===== config.mk =====
export PLATFORM = sky130hd
export DESIGN_NAME = load_cell_weight_rate_tracker_top
export DESIGN_NICKNAME = d
export VERILOG_FILES = /design/src/design/lcwrt_pkg.sv /design/src/design/load_cell_weight_rate_tracker_top.sv /design/src/design/lcwrt_div.sv
export SDC_FILE = /design/constraint.sdc
export NUM_CORES = 2
export LEC_CHECK = 0
export BUFFER_PORTS_ARGS = -buffer_cell sky130_fd_sc_hd__buf_2
export CAP_MARGIN = 25
export CORE_UTILIZATION = 60
export CTS_BUF_LIST = sky130_fd_sc_hd__clkbuf_4 sky130_fd_sc_hd__clkbuf_8
export CTS_CLUSTER_DIAMETER = 100
export DETAILED_ROUTE_END_ITERATION = 8
export PLACE_DENSITY_LB_ADDON = 0.2
export SETUP_SLACK_MARGIN = 0.15
export SYNTH_ARGS = -nofsm -noshare
export SYNTH_HDL_FRONTEND = slang
export SYNTH_HIERARCHICAL = 1
export SYNTH_SLANG_ARGS = --single-unit

===== constraint.sdc =====
create_clock -name clk -period 9 [get_ports clk]
set_clock_uncertainty 0.05 [all_clocks]
set_input_delay 0 -clock clk [delete_from_list [all_inputs] [get_ports clk]]
set_output_delay 0 -clock clk [all_outputs]
set_load 0.01 [all_outputs]

===== src/design/lcwrt_pkg.sv =====
// ----------------------------------------------------------------------------
// lcwrt_pkg
// Shared types and constants for the load-cell weight and rate tracker.
// ----------------------------------------------------------------------------
package lcwrt_pkg;

    localparam int unsigned W_WEIGHT = 40;
    localparam int unsigned W_RAW    = 24;
    localparam int unsigned W_TIME   = 32;
    localparam int unsigned W_SCALE  = 30;
    localparam int unsigned W_CFG    = 20;
    localparam int unsigned W_KNOWN  = 20;

    // Divider operand widths: numerator magnitude and denominator
    localparam int unsigned W_NUM = 64;
    localparam int unsigned W_DEN = 32;

    localparam logic [W_SCALE-1:0] SCALE_RESET = 30'd4096;

    localparam logic [15:0]      POLL_RESET    = 16'd500;
    localparam logic [W_CFG-1:0] SILENCE_RESET = 20'd10000;
    localparam logic [W_CFG-1:0] HIST_RESET    = 20'd30000;
    localparam logic [W_CFG-1:0] SPAN_RESET    = 20'd54000;

    // Item kinds
    localparam logic [1:0] KIND_POLL = 2'd0;
    localparam logic [1:0] KIND_TARE = 2'd1;
    localparam logic [1:0] KIND_CAL  = 2'd2;

    // Status codes
    localparam logic [1:0] ST_APPLIED   = 2'd0;
    localparam logic [1:0] ST_THROTTLED = 2'd1;
    localparam logic [1:0] ST_MISSED    = 2'd2;
    localparam logic [1:0] ST_REJECTED  = 2'd3;

    // Register indexes
    localparam logic [1:0] REG_POLL    = 2'd0;
    localparam logic [1:0] REG_SILENCE = 2'd1;
    localparam logic [1:0] REG_HIST    = 2'd2;
    localparam logic [1:0] REG_SPAN    = 2'd3;

    localparam logic signed [W_WEIGHT-1:0] W40_MAX = 40'sh7FFFFFFFFF;
    localparam logic signed [W_WEIGHT-1:0] W40_MIN = 40'sh8000000000;

endpackage


===== src/design/load_cell_weight_rate_tracker_top.sv =====
// ----------------------------------------------------------------------------
// load_cell_weight_rate_tracker_top
// Load-cell tracker: throttle, health, tare, calibrate, weight and rate,
// with a small sequencer around one shared serial divider.
// ----------------------------------------------------------------------------
//  channel | signals                                   | direction
//  in      | in_valid/in_ready, kind..known_grams      | into block
//  out     | out_valid/out_ready, weight..status       | out of block
//  cfg     | cfg_we, cfg_index, cfg_data               | into block
//
// Poll with a good read: the weight division (when the scale is nonzero),
// then the ring write and, when it updates the rate, a rate division.
// Calibrate runs one division; other items go straight to the result. The
// 64-step divider does the divisions. No clearing pass after reset. in_ready
// is low from acceptance until the result register is free again; the
// result waits for out_ready.
module load_cell_weight_rate_tracker_top #(
    parameter int HISTORY_DEPTH = 10
) (
    input  logic        clk,
    input  logic        rst_n,
    input  logic        in_valid,
    output logic        in_ready,
    input  logic [1:0]  kind,
    input  logic [31:0] now_ms,
    input  logic        data_ready,
    input  logic signed [23:0] raw_sample,
    input  logic [19:0] known_grams,
    output logic        out_valid,
    input  logic        out_ready,
    output logic signed [39:0] weight_grams,
    output logic signed [39:0] rate_grams_per_min,
    output logic        rate_valid,
    output logic        sensor_ok,
    output logic [1:0]  status,
    input  logic        cfg_we,
    input  logic [1:0]  cfg_index,
    input  logic [19:0] cfg_data
);
    import lcwrt_pkg::*;

    localparam int unsigned W_IDX = $clog2(HISTORY_DEPTH);
    localparam int unsigned W_CNT = $clog2(HISTORY_DEPTH + 1);

    typedef enum logic [3:0] {
        S_IDLE, S_DECODE, S_WDIV, S_WWAIT, S_RING, S_RREAD, S_RCHK,
        S_RDIV, S_RWAIT, S_CDIV, S_CWAIT, S_DONE
    } state_t;

    state_t state_reg;

    // Configuration
    logic [15:0]      poll_reg;
    logic [W_CFG-1:0] silence_reg, hist_reg, span_reg;

    // Captured item
    logic [1:0]  kind_reg;
    logic [31:0] now_reg;
    logic        rdy_reg;
    logic signed [23:0] raw_in_reg;
    logic [19:0] known_reg;

    // Tracker state
    logic        healthy_reg, try_seen_reg, rate_known_reg, sample_seen_reg;
    logic [31:0] try_time_reg, ok_time_reg, sample_time_reg;
    logic signed [23:0] last_raw_reg, offset_reg;
    logic [W_SCALE-1:0] scale_reg;
    logic signed [39:0] weight_reg, rate_reg;
    logic [W_IDX-1:0] slot_reg;
    logic [W_CNT-1:0] held_reg;

    // History ring
    logic signed [39:0] hw_mem [HISTORY_DEPTH];
    logic [31:0]        ht_mem [HISTORY_DEPTH];
    logic signed [39:0] old_w_reg;
    logic [31:0]        old_t_reg;
    logic [W_IDX-1:0]   old_idx;

    // Output register
    logic        ov_reg;
    logic [1:0]  st_reg;

    // Divider
    logic             div_start;
    logic             div_neg;
    logic [W_NUM-1:0] div_mag;
    logic [W_DEN-1:0] div_den;
    logic             div_done;
    logic signed [39:0] div_res;

    logic signed [24:0] diff;
    logic signed [25:0] diff_now;
    logic [31:0]  dt;
    logic signed [40:0] dw;
    logic signed [63:0] num;
    logic signed [44:0] d20;
    logic signed [44:0] k20;
    logic [19:0] slot_sum;

    lcwrt_div u_div (
        .clk(clk), .rst_n(rst_n), .start(div_start), .neg(div_neg),
        .mag(div_mag), .den(div_den), .done(div_done), .result(div_res)
    );

    // Combinational helpers
    always_comb
    begin
        diff     = 25'(last_raw_reg) - 25'(offset_reg);
        diff_now = 26'(raw_in_reg) - 26'(offset_reg);
        dt       = now_reg - old_t_reg;
        dw       = 41'(weight_reg) - 41'(old_w_reg);
        d20      = 45'(diff) * 45'sd20;
        k20      = 45'(signed'({1'b0, known_reg})) * 45'sd200000;
        slot_sum = 20'(slot_reg) + 20'(HISTORY_DEPTH) - 20'(held_reg);
        old_idx  = (slot_sum >= 20'(HISTORY_DEPTH))
                 ? W_IDX'(slot_sum - 20'(HISTORY_DEPTH)) : W_IDX'(slot_sum);
        num      = '0;
        div_den  = '0;
        div_start = 1'b0;
        unique case (state_reg)
            S_WDIV:
            begin
                num       = 64'(diff_now) <<< 20;
                div_den   = 32'(scale_reg);
                div_start = 1'b1;
            end
            S_RDIV:
            begin
                num       = 64'(dw) * 64'sd60000;
                div_den   = dt;
                div_start = 1'b1;
            end
            S_CDIV:
            begin
                num       = 64'(diff) <<< 12;
                div_den   = 32'(known_reg);
                div_start = 1'b1;
            end
            default: ;
        endcase
        div_neg = num[63];
        div_mag = num[63] ? (~num + 64'd1) : num;
    end

    // History ring storage
    always_ff @(posedge clk)
    begin
        if (state_reg == S_RING)
        begin
            hw_mem[slot_reg] <= weight_reg;
            ht_mem[slot_reg] <= now_reg;
        end
        if (state_reg == S_RREAD)
        begin
            old_w_reg <= hw_mem[old_idx];
            old_t_reg <= ht_mem[old_idx];
        end
    end

    // Configuration registers
    always_ff @(posedge clk or negedge rst_n)
    begin
        if (!rst_n)
        begin
            poll_reg    <= POLL_RESET;
            silence_reg <= SILENCE_RESET;
            hist_reg    <= HIST_RESET;
            span_reg    <= SPAN_RESET;
        end
        else if (cfg_we)
        begin
            unique case (cfg_index)
                REG_POLL:    poll_reg    <= cfg_data[15:0];
                REG_SILENCE: silence_reg <= cfg_data;
                REG_HIST:    hist_reg    <= cfg_data;
                REG_SPAN:    span_reg    <= cfg_data;
            endcase
        end
    end

    // Item capture
    always_ff @(posedge clk)
    begin
        if (in_valid && in_ready)
        begin
            kind_reg   <= kind;
            now_reg    <= now_ms;
            rdy_reg    <= data_ready;
            raw_in_reg <= raw_sample;
            known_reg  <= known_grams;
        end
    end

    // Sequencer
    always_ff @(posedge clk or negedge rst_n)
    begin
        if (!rst_n)
        begin
            state_reg       <= S_IDLE;
            healthy_reg     <= 1'b0;
            try_seen_reg    <= 1'b0;
            try_time_reg    <= '0;
            ok_time_reg     <= '0;
            last_raw_reg    <= '0;
            offset_reg      <= '0;
            scale_reg       <= SCALE_RESET;
            weight_reg      <= '0;
            rate_reg        <= '0;
            rate_known_reg  <= 1'b0;
            sample_time_reg <= '0;
            sample_seen_reg <= 1'b0;
            slot_reg        <= '0;
            held_reg        <= '0;
            ov_reg          <= 1'b0;
            st_reg          <= ST_APPLIED;
        end
        else
        begin
            if (ov_reg && out_ready)
                ov_reg <= 1'b0;
            unique case (state_reg)
                S_IDLE:
                    if (in_valid && in_ready)
                        state_reg <= S_DECODE;
                S_DECODE:
                begin
                    priority if (kind_reg == KIND_POLL)
                    begin
                        if (try_seen_reg && ((now_reg - try_time_reg) < 32'(poll_reg)))
                        begin
                            st_reg    <= ST_THROTTLED;
                            state_reg <= S_DONE;
                        end
                        else
                        begin
                            try_seen_reg <= 1'b1;
                            try_time_reg <= now_reg;
                            if (!rdy_reg)
                            begin
                                if (healthy_reg && ((now_reg - ok_time_reg) > 32'(silence_reg)))
                                    healthy_reg <= 1'b0;
                                st_reg    <= ST_MISSED;
                                state_reg <= S_DONE;
                            end
                            else
                            begin
                                healthy_reg  <= 1'b1;
                                ok_time_reg  <= now_reg;
                                last_raw_reg <= raw_in_reg;
                                st_reg       <= ST_APPLIED;
                                state_reg    <= (scale_reg != '0) ? S_WDIV : S_RING;
                            end
                        end
                    end
                    else if (kind_reg == KIND_TARE)
                    begin
                        state_reg <= S_DONE;
                        if (!healthy_reg)
                            st_reg <= ST_REJECTED;
                        else
                        begin
                            st_reg         <= ST_APPLIED;
                            offset_reg     <= last_raw_reg;
                            weight_reg     <= '0;
                            held_reg       <= '0;
                            slot_reg       <= '0;
                            rate_reg       <= '0;
                            rate_known_reg <= 1'b0;
                        end
                    end
                    else if (kind_reg == KIND_CAL)
                    begin
                        if (!healthy_reg || known_reg == '0
                            || d20 <= 45'(signed'({1'b0, known_reg}))
                            || 45'(diff) >= k20)
                        begin
                            st_reg    <= ST_REJECTED;
                            state_reg <= S_DONE;
                        end
                        else
                        begin
                            st_reg    <= ST_APPLIED;
                            state_reg <= S_CDIV;
                        end
                    end
                    else
                    begin
                        st_reg    <= ST_REJECTED;
                        state_reg <= S_DONE;
                    end
                end
                S_WDIV:  state_reg <= S_WWAIT;
                S_WWAIT:
                    if (div_done)
                    begin
                        weight_reg <= div_res;
                        state_reg  <= S_RING;
                    end
                S_RING:
                    if (!sample_seen_reg || ((now_reg - sample_time_reg) >= 32'(hist_reg)))
                    begin
                        sample_time_reg <= now_reg;
                        sample_seen_reg <= 1'b1;
                        slot_reg  <= (slot_reg == W_IDX'(HISTORY_DEPTH - 1))
                                   ? '0 : slot_reg + 1'b1;
                        if (held_reg < W_CNT'(HISTORY_DEPTH))
                            held_reg <= held_reg + 1'b1;
                        state_reg <= S_RREAD;
                    end
                    else
                        state_reg <= S_DONE;
                S_RREAD:
                    state_reg <= (held_reg >= W_CNT'(3)) ? S_RCHK : S_DONE;
                S_RCHK:
                    state_reg <= (dt != '0 && dt >= 32'(span_reg)) ? S_RDIV : S_DONE;
                S_RDIV:  state_reg <= S_RWAIT;
                S_RWAIT:
                    if (div_done)
                    begin
                        rate_reg       <= div_res;
                        rate_known_reg <= 1'b1;
                        state_reg      <= S_DONE;
                    end
                S_CDIV:  state_reg <= S_CWAIT;
                S_CWAIT:
                    if (div_done)
                    begin
                        scale_reg <= div_res[W_SCALE-1:0];
                        state_reg <= S_DONE;
                    end
                S_DONE:
                begin
                    ov_reg    <= 1'b1;
                    state_reg <= S_IDLE;
                end
                default: state_reg <= S_IDLE;
            endcase
        end
    end

    assign in_ready           = (state_reg == S_IDLE) && !ov_reg;
    assign out_valid          = ov_reg;
    assign weight_grams       = weight_reg;
    assign rate_grams_per_min = rate_known_reg ? rate_reg : '0;
    assign rate_valid         = rate_known_reg;
    assign sensor_ok          = healthy_reg;
    assign status             = st_reg;

`ifndef NO_ASSERTIONS
    a_ready_idle: assert property (@(posedge clk) disable iff (!rst_n)
        in_ready |-> !out_valid) else $error("ready with result pending");
    a_held_max: assert property (@(posedge clk) disable iff (!rst_n)
        held_reg <= W_CNT'(HISTORY_DEPTH)) else $error("ring count overflow");
    a_rate_clear: assert property (@(posedge clk) disable iff (!rst_n)
        !rate_known_reg |-> rate_grams_per_min == '0) else $error("stale rate");
    a_done_out: assert property (@(posedge clk) disable iff (!rst_n)
        state_reg == S_DONE |=> out_valid) else $error("result not shown");
`endif
endmodule


===== src/design/lcwrt_div.sv =====
// ----------------------------------------------------------------------------
// lcwrt_div
// Restoring radix-2 divider, one quotient bit per cycle, rounding to nearest
// with ties away from zero and saturating to the signed 40-bit range.
// ----------------------------------------------------------------------------
module lcwrt_div (
    input  logic                       clk,
    input  logic                       rst_n,
    input  logic                       start,
    input  logic                       neg,
    input  logic [lcwrt_pkg::W_NUM-1:0] mag,
    input  logic [lcwrt_pkg::W_DEN-1:0] den,
    output logic                       done,
    output logic signed [lcwrt_pkg::W_WEIGHT-1:0] result
);
    import lcwrt_pkg::*;

    localparam int unsigned W_CNT = $clog2(W_NUM + 1);

    logic [W_NUM-1:0]   quo_reg;
    logic [W_DEN:0]     rem_reg;
    logic [W_DEN-1:0]   den_reg;
    logic               neg_reg;
    logic [W_CNT-1:0]   cnt_reg;
    logic               busy_reg;
    logic               done_reg;

    logic [W_DEN+1:0]   trial;
    logic [W_DEN:0]     shifted;
    logic [W_DEN:0]     twice_rem;
    logic               round_up;
    logic [W_NUM:0]     q_round;
    logic [W_WEIGHT-1:0] q_sat;

    // One shift-subtract step
    always_comb
    begin
        shifted = {rem_reg[W_DEN-1:0], quo_reg[W_NUM-1]};
        trial   = {1'b0, shifted} - {2'b00, den_reg};
    end

    // Round: remainder*2 >= divisor means round up (ties away from zero)
    always_comb
    begin
        twice_rem = {rem_reg[W_DEN-1:0], 1'b0};
        round_up  = rem_reg[W_DEN] || (twice_rem >= {1'b0, den_reg});
        q_round   = {1'b0, quo_reg} + {{W_NUM{1'b0}}, round_up};
        if (q_round > {{(W_NUM+1-W_WEIGHT){1'b0}}, W40_MAX})
            q_sat = neg_reg ? W40_MIN : W40_MAX;
        else
            q_sat = neg_reg ? (~q_round[W_WEIGHT-1:0] + 1'b1) : q_round[W_WEIGHT-1:0];
    end

    always_ff @(posedge clk or negedge rst_n)
    begin
        if (!rst_n)
        begin
            busy_reg <= 1'b0;
            done_reg <= 1'b0;
            cnt_reg  <= '0;
        end
        else
        begin
            done_reg <= 1'b0;
            if (start)
            begin
                busy_reg <= 1'b1;
                cnt_reg  <= W_CNT'(W_NUM);
            end
            else if (busy_reg)
            begin
                cnt_reg <= cnt_reg - 1'b1;
                if (cnt_reg == W_CNT'(1))
                begin
                    busy_reg <= 1'b0;
                    done_reg <= 1'b1;
                end
            end
        end
    end

    // Datapath
    always_ff @(posedge clk)
    begin
        if (start)
        begin
            quo_reg <= mag;
            rem_reg <= '0;
            den_reg <= den;
            neg_reg <= neg;
        end
        else if (busy_reg)
        begin
            if (!trial[W_DEN+1])
            begin
                rem_reg <= trial[W_DEN:0];
                quo_reg <= {quo_reg[W_NUM-2:0], 1'b1};
            end
            else
            begin
                rem_reg <= shifted;
                quo_reg <= {quo_reg[W_NUM-2:0], 1'b0};
            end
        end
    end

    assign done   = done_reg;
    assign result = q_sat;

`ifndef NO_ASSERTIONS
    a_done_pulse: assert property (@(posedge clk) disable iff (!rst_n)
        done_reg |=> !done_reg) else $error("div done held");
    a_no_restart: assert property (@(posedge clk) disable iff (!rst_n)
        busy_reg |-> !start) else $error("div restarted while busy");
    a_done_end: assert property (@(posedge clk) disable iff (!rst_n)
        done_reg |-> !busy_reg) else $error("div busy at done");
`endif
endmodule


* After elaboration in Yosys (flattened, before gate mapping)
Memory sizes are Yosys's and may differ from the RTL's. A register that Yosys moved wholly into a read port is not among the register bits.
Index checks and enable logic that the tools add are counted.
** Operators by class
- Bitwise gates (word level) :: 4
- Muxes and demuxes :: 68
- Reductions and logical operators :: 43
- Add/subtract/negate cells :: 17
- Eq/ne operators :: 27
- Multiply operators :: 3
- Order comparisons :: 11
** Operator list (count)
- 40-bit two-way mux :: 8
- 64-bit two-way mux :: 3
- 64-bit case mux with 3 select lines :: 1
- 40-bit case mux with 2 select lines :: 2
- 32-bit subtractor :: 4
- 32-bit case mux with 3 select lines :: 1
- 4-bit two-way mux :: 19
- 64-bit by 1-bit adder with 65-bit output :: 1
- 65-bit by 39-bit > comparator with 1-bit output, second input constant :: 1
- 64-bit by 1-bit adder with 64-bit output, second input constant :: 1
- 32-bit by 20-bit greater-or-equal comparator with 1-bit output :: 2
- 64-bit NOT :: 1
- 41-bit by 12-bit multiplier with 53-bit output, second input constant :: 1
- 24-bit by 24-bit subtractor with 25-bit output :: 2
- 40-bit by 40-bit subtractor with 41-bit output :: 1
- 40-bit by 1-bit adder with 40-bit output, second input constant :: 1
- 40-bit NOT :: 1
- 4-bit case mux with 10 select lines :: 1
- 25-bit by 39-bit greater-or-equal comparator with 1-bit output :: 1
- 33-bit by 32-bit subtractor with 34-bit output :: 1
- 33-bit by 32-bit greater-or-equal comparator with 1-bit output :: 1
- 33-bit two-way mux :: 1
- 32-bit by 20-bit > comparator with 1-bit output :: 1
- 32-bit by 16-bit less-than comparator with 1-bit output :: 1
- other kinds (43) :: 116
** Storage, ports and cells
- Bits of input ports :: 106
- Memories :: 2
- Register bits :: 567
- Word-level logic and storage cells :: 208
- Bits in writable memories :: 720
** Memory list
- hw_mem :: words 10, width 40, rd ports 1, clocked after memory_dff 1, write ports 1, line load_cell_weight_rate_tracker_top.sv:73 : logic signed [39:0] hw_mem [HISTORY_DEPTH];
- ht_mem :: words 10, width 32, rd ports 1, clocked after memory_dff 1, write ports 1, line load_cell_weight_rate_tracker_top.sv:74 : logic [31:0] ht_mem [HISTORY_DEPTH];

* Depth between registers and ports, before layout
- Depth in word-level cells :: 10
- Mapped depth :: 41
- Depth with buffers taken out :: 40

* Hierarchy
Netlist, hierarchy kept.
** By module, submodules not included
- load_cell_weight_rate_tracker_top :: instances 1, area each 78411.5 sq um, cells each 6995
- lcwrt_div :: instances 1, area each 10821.6 sq um, cells each 1269

* Worst setup path after synthesis
Ideal clock, no wire load.
- Path type :: flip-flop to flip-flop
- From :: register weight_reg[2] (netlist: weight_grams[2])
- To :: register u_div.quo_reg[52] (data pin)
- Cell stages (with the launch flop) :: 37
- Library setup time :: 0.260 ns
- Arrival time :: 9.414 ns
- Setup slack :: -0.724 ns
- Cell sequence :: dfrtp_1 -> ha_1 -> nor2b_1 -> o31a_1 -> o211ai_1 -> o21bai_1 -> or2_2 -> a21o_1 -> a21oi_1 -> o21ai_0 -> a21o_1 -> a21oi_1 -> xnor2_1 -> xor2_1 -> fa_1 -> fa_1 -> fa_1 -> inv_1 -> fa_1 -> inv_1 -> ha_1 -> clkbuf_1 -> a21oi_1 -> o21ai_0 -> a21oi_1 -> nor2b_1 -> a211oi_1 -> or4_4 -> nor3_4 -> o211ai_2 -> or3_1 -> buf_2 -> or4_1 -> buf_2 -> o41ai_2 -> xnor2_1 -> mux2_2
** On the way
- Longest elaborated chain between the ends :: 7
** RTL lines
- from (decl) :: line load_cell_weight_rate_tracker_top.sv:68 : logic signed [39:0] weight_reg, rate_reg;
- from (signal assigned) :: line load_cell_weight_rate_tracker_top.sv:296 : weight_reg <= div_res;
- 40-bit by 40-bit subtractor with 41-bit output (*) :: line load_cell_weight_rate_tracker_top.sv:111 : dw = 41'(weight_reg) - 41'(old_w_reg);
- 41-bit by 12-bit multiplier with 53-bit output (*) :: line load_cell_weight_rate_tracker_top.sv:129 : num = 64'(dw) * 64'sd60000;
- 64-bit case mux with 3 select lines (*) :: line load_cell_weight_rate_tracker_top.sv:120 : unique case (state_reg)
- 64-bit NOT :: line load_cell_weight_rate_tracker_top.sv:142 : div_mag = num[63] ? (~num + 64'd1) : num;
- 64-bit by 1-bit adder with 64-bit output :: line load_cell_weight_rate_tracker_top.sv:142
- 64-bit two-way mux (*) :: line load_cell_weight_rate_tracker_top.sv:142
- net div_mag[52] :: line load_cell_weight_rate_tracker_top.sv:86 : logic [W_NUM-1:0] div_mag;
- 64-bit two-way mux (*) :: line lcwrt_div.sv:85 : if (start)
- to (signal assigned) :: line lcwrt_div.sv:87 : quo_reg <= mag;
- to (signal assigned) :: line lcwrt_div.sv:97 : quo_reg <= {quo_reg[W_NUM-2:0], 1'b1};
- to (signal assigned) :: line lcwrt_div.sv:102 : quo_reg <= {quo_reg[W_NUM-2:0], 1'b0};
- to (decl) :: line lcwrt_div.sv:20 : logic [W_NUM-1:0] quo_reg;
Mark *: on every way through the listed nets, which the timed path passes. The rest lies on a longest branch.
A chain may end at the register's enable or synchronous reset.

* Worst setup path in the final report
- From :: register weight_reg[0] (netlist: weight_grams[0])
- To :: register u_div.quo_reg[56] (data pin)
The elaborated chain is that of the path after synthesis.

==> out/qor.yml <==
status: "finished clean"
r2r_depth: 37
grt_max_degree: 145
async_flop_share_pct: 26.3
htreeDepth: 4
port-buffer-count: 191
synth_warnings: 6
share_of_the_synthesized_area_in_the_top_cell_type_pct: 32.6
synth.lib_cells_used.distinct: 103
cp.buffers_inverters: 5
totalWireLength_um: 264000
wl_per_cell_um: 23.8
clock_tree.buffer_depth: 3
critPathRequiredTime_ps: 9640
period_minus_slack_ps: 8990
number_of_instances_in_the_synthesized_netlist: 8264
layout_worst_path_cycle_share_pct: 99.9
post_dp_cell_area_mm2: 0.0947
timing.reg2reg.setup_slack_ps: 10
timing.final.setup_violations: 0
drtIter0Drc: 5647
grt_pass1_wl_um: 399000
globalplace.congestion: 1.02
synth_seq_cells: 1359
timing.hold.worst.start: "cfg_we"
core_mm2: 0.148
dieWidth_um: 388
worst_r2r_startpoint: "weight_grams[0]"
largest_register_ff_count: 400
synth-main-ff-cell: "sky130_fd_sc_hd__edfxtp_1"
synth-seq-area-share_pct: 43.4
fp.dieH_um: 388
m1WireLength_um: 103000
residual_antenna_violating_net_count_after_detailed_routing: 0
detail_route.first_pass.iterations: 9
synth_edf_count: 968
grt_usage_pct: 34.7
cts-buffers-inserted: 218
fmaxAchievable_ghz: 0.111
drv_cap: 0
critical_path.slowest_cell: "sky130_fd_sc_hd__fa_2"
cts.sinks: 1359
number_of_hold_violations_in_the_final_report: 0
synthTopCellsByArea: "sky130_fd_sc_hd__edfxtp_1, sky130_fd_sc_hd__ha_1, sky130_fd_sc_hd__dfrtp_1, sky130_fd_sc_hd__fa_1, sky130_fd_sc_hd__mux4_2"
syn2layout_area_growth_pct: 16.2
post-route-util_pct: 70.2
holdCritPathClass: "input pin to flop"
tightest_slew_ps: 1150
worstSetupStartpointType: "flop"
yosys.area.top_type: "sky130_fd_sc_hd__edfxtp_1"
crit_start: "weight_grams[0]"
clock_transition_at_path_regs_ps: 70
clock_latency_ps: 970
drv_slew: 0
layout-drive-gt1-share_pct: 18.5
final-instance-count-excl-fill: 11100
initial_utilization_pct: 60.4
syn_avg_cell_area_um2: 10.8
die-area_mm2: 0.150
placed_cells: 10400
clock_tree.root_cell: "sky130_fd_sc_hd__clkbuf_8"
worstSetupPathDepth: 37
grt_setup_unrepaired: "true"
remaining_max_slew_budget_at_the_tightest_pin_pct: 22.3
final_cell_area_mm2: 0.104
detailroute.via_count: 68200
regToRegEndpoint: "u_div/quo_reg[56]"
timing.setup.critical_path_class: "flop to flop"
wl_met2_um: 127000
synthMostInstantiatedCell: "sky130_fd_sc_hd__edfxtp_1"
tns_ps: 0
cpPeakStageDelay_ps: 590
crit_path_end: "u_div/quo_reg[56]"
cpLargestDelayFamily: "adder cells"
route.detailed.vias_per_inst: 6.13
final.fill_count: 10700
globalRouteOverflowTotal: 0
std_cell_rows: 141
routed_wire_length_on_met3_um: 21000
arrival_ps: 9630
vias_in_the_first_global_route: 68300
dp_hpwl_um: 189000
pin_count: 192
top_layer_used: "met5"
top_cell_types_by_occurrence_after_synthesis: "sky130_fd_sc_hd__edfxtp_1, sky130_fd_sc_hd__inv_1, sky130_fd_sc_hd__nand2_1"
setup.worst_path.end_class: "flop"
path_max_fanout: 6
num-nets-final: 10100
drc_errors: 0
total_standard_cell_area_after_synthesis_mm2: 0.0892
antenna_violations_before_repair: 17
tritoncts: "yes"
-- layout by cell type, fill, tap and decap left out, types with 38 or more instances in the layout --
master                          count
sky130_fd_sc_hd__buf_2            190
sky130_fd_sc_hd__o21ai_0          412
sky130_fd_sc_hd__a211oi_1         136
sky130_fd_sc_hd__mux4_2           144
sky130_fd_sc_hd__and3_1            65
sky130_fd_sc_hd__clkbuf_8         239
sky130_fd_sc_hd__mux2_2           230
sky130_fd_sc_hd__fa_1             255
sky130_fd_sc_hd__nor2_1           391
sky130_fd_sc_hd__edfxtp_1         968
sky130_fd_sc_hd__and2_1            79
sky130_fd_sc_hd__o21a_1            77
sky130_fd_sc_hd__nand4_1          107
sky130_fd_sc_hd__nand2_1          753
sky130_fd_sc_hd__o21bai_1          43
sky130_fd_sc_hd__buf_4            371
sky130_fd_sc_hd__nor4_1            50
sky130_fd_sc_hd__clkinv_1          38
sky130_fd_sc_hd__a31oi_1          127
sky130_fd_sc_hd__a21oi_1          378
sky130_fd_sc_hd__nor3_1            84
sky130_fd_sc_hd__dfrtp_1          326
sky130_fd_sc_hd__clkbuf_4          67
sky130_fd_sc_hd__nand2b_1          69
sky130_fd_sc_hd__nand3_1          141
sky130_fd_sc_hd__inv_1            846
sky130_fd_sc_hd__xor2_1           162
sky130_fd_sc_hd__mux2i_1           39
sky130_fd_sc_hd__nor2b_1          115
sky130_fd_sc_hd__ha_1             675
sky130_fd_sc_hd__a21o_1           181
sky130_fd_sc_hd__xnor2_1          232
sky130_fd_sc_hd__dlygate4sd3_1    221
-- routing by layer --
layer / GRT usage, % / vias to the layer above
met4: 15.4 / 6
li1: - / 31400
met1: 43.4 / 33700
met5: 0 / -
met3: 7.36 / 551
met2: 57.9 / 2540
-- what timing repair did --
action | in CTS | in global routing
hold buffers | 222 | 0
endpoints found under the hold margin | 368 | 0
buffers inserted | 19 | 36
pin swaps | 28 | 78
setup endpoints to repair | 50 | 52
gates resized for setup | 61 | 220
gates cloned | 0 | 1
-- through the flow --
stage	worst slack [ps]	hold slack (ps)
after floorplan	141	-346
after global placement	28.4	123
after detailed placement	-207	128
after CTS	71.1	55.8
after global routing	-268	141
final	12.1	185
-- cell type report --
type	instances	area [um2]	share of cell area, %
Antenna cell	7	17.5	0.0169
Clock buffer	306	3790	3.66
Clock inverter	101	1050	1.01
Inverter	863	3240	3.13
Multi-Input combinational cell	5737	47900	46.2
Sequential cell	1359	38700	37.4
Tap cell	1930	2410	2.33
Timing Repair Buffer	822	6550	6.31
-- kinds of logic (layout without fill, tap and decap cells) --
logic type | Yosys count | in the layout | synth area share (%)
AO/OA/AOI/OAI | 1828 | 1828 | 13.2
XOR/XNOR | 422 | 422 | 4.14
adder cells (fa/ha/maj) | 978 | 978 | 15.9
buffers and inverters | 1179 | 2092 | 5.01
flip-flops | 1359 | 1359 | 43.4
multiplexers | 423 | 423 | 7.10
other | 1 | 19 | 0.00420
AND/OR/NAND/NOR | 2074 | 2074 | 11.2
-- worst min path at each step --
stage | end | slack, ps | cells past startpoint
after floorplan | held_reg[0] | -350 | 0
after global placement | sample_time_reg[21] | 120 | 1
after detailed placement | sample_time_reg[21] | 130 | 1
after CTS | poll_reg[15] | 60 | 4
after global routing | span_reg[2] | 140 | 5
final | poll_reg[15] | 190 | 4
-- worst register-to-register path, delay by kind of cell, from the launching register on --
family                     cells  cell delay, ps
muxes                          1             270
and+or+nand+nor                7            2060
AOI/OAI and AO/OA             14            2220
xor gates and xnor gates       2             310
buffers and inverters          5             510
DFF                            1             420
adders and majority gates      8            2920
Power is left out: the tool's default activity adds up to more than one toggle a clock period on the data nets, which glitch-free logic cannot reach.
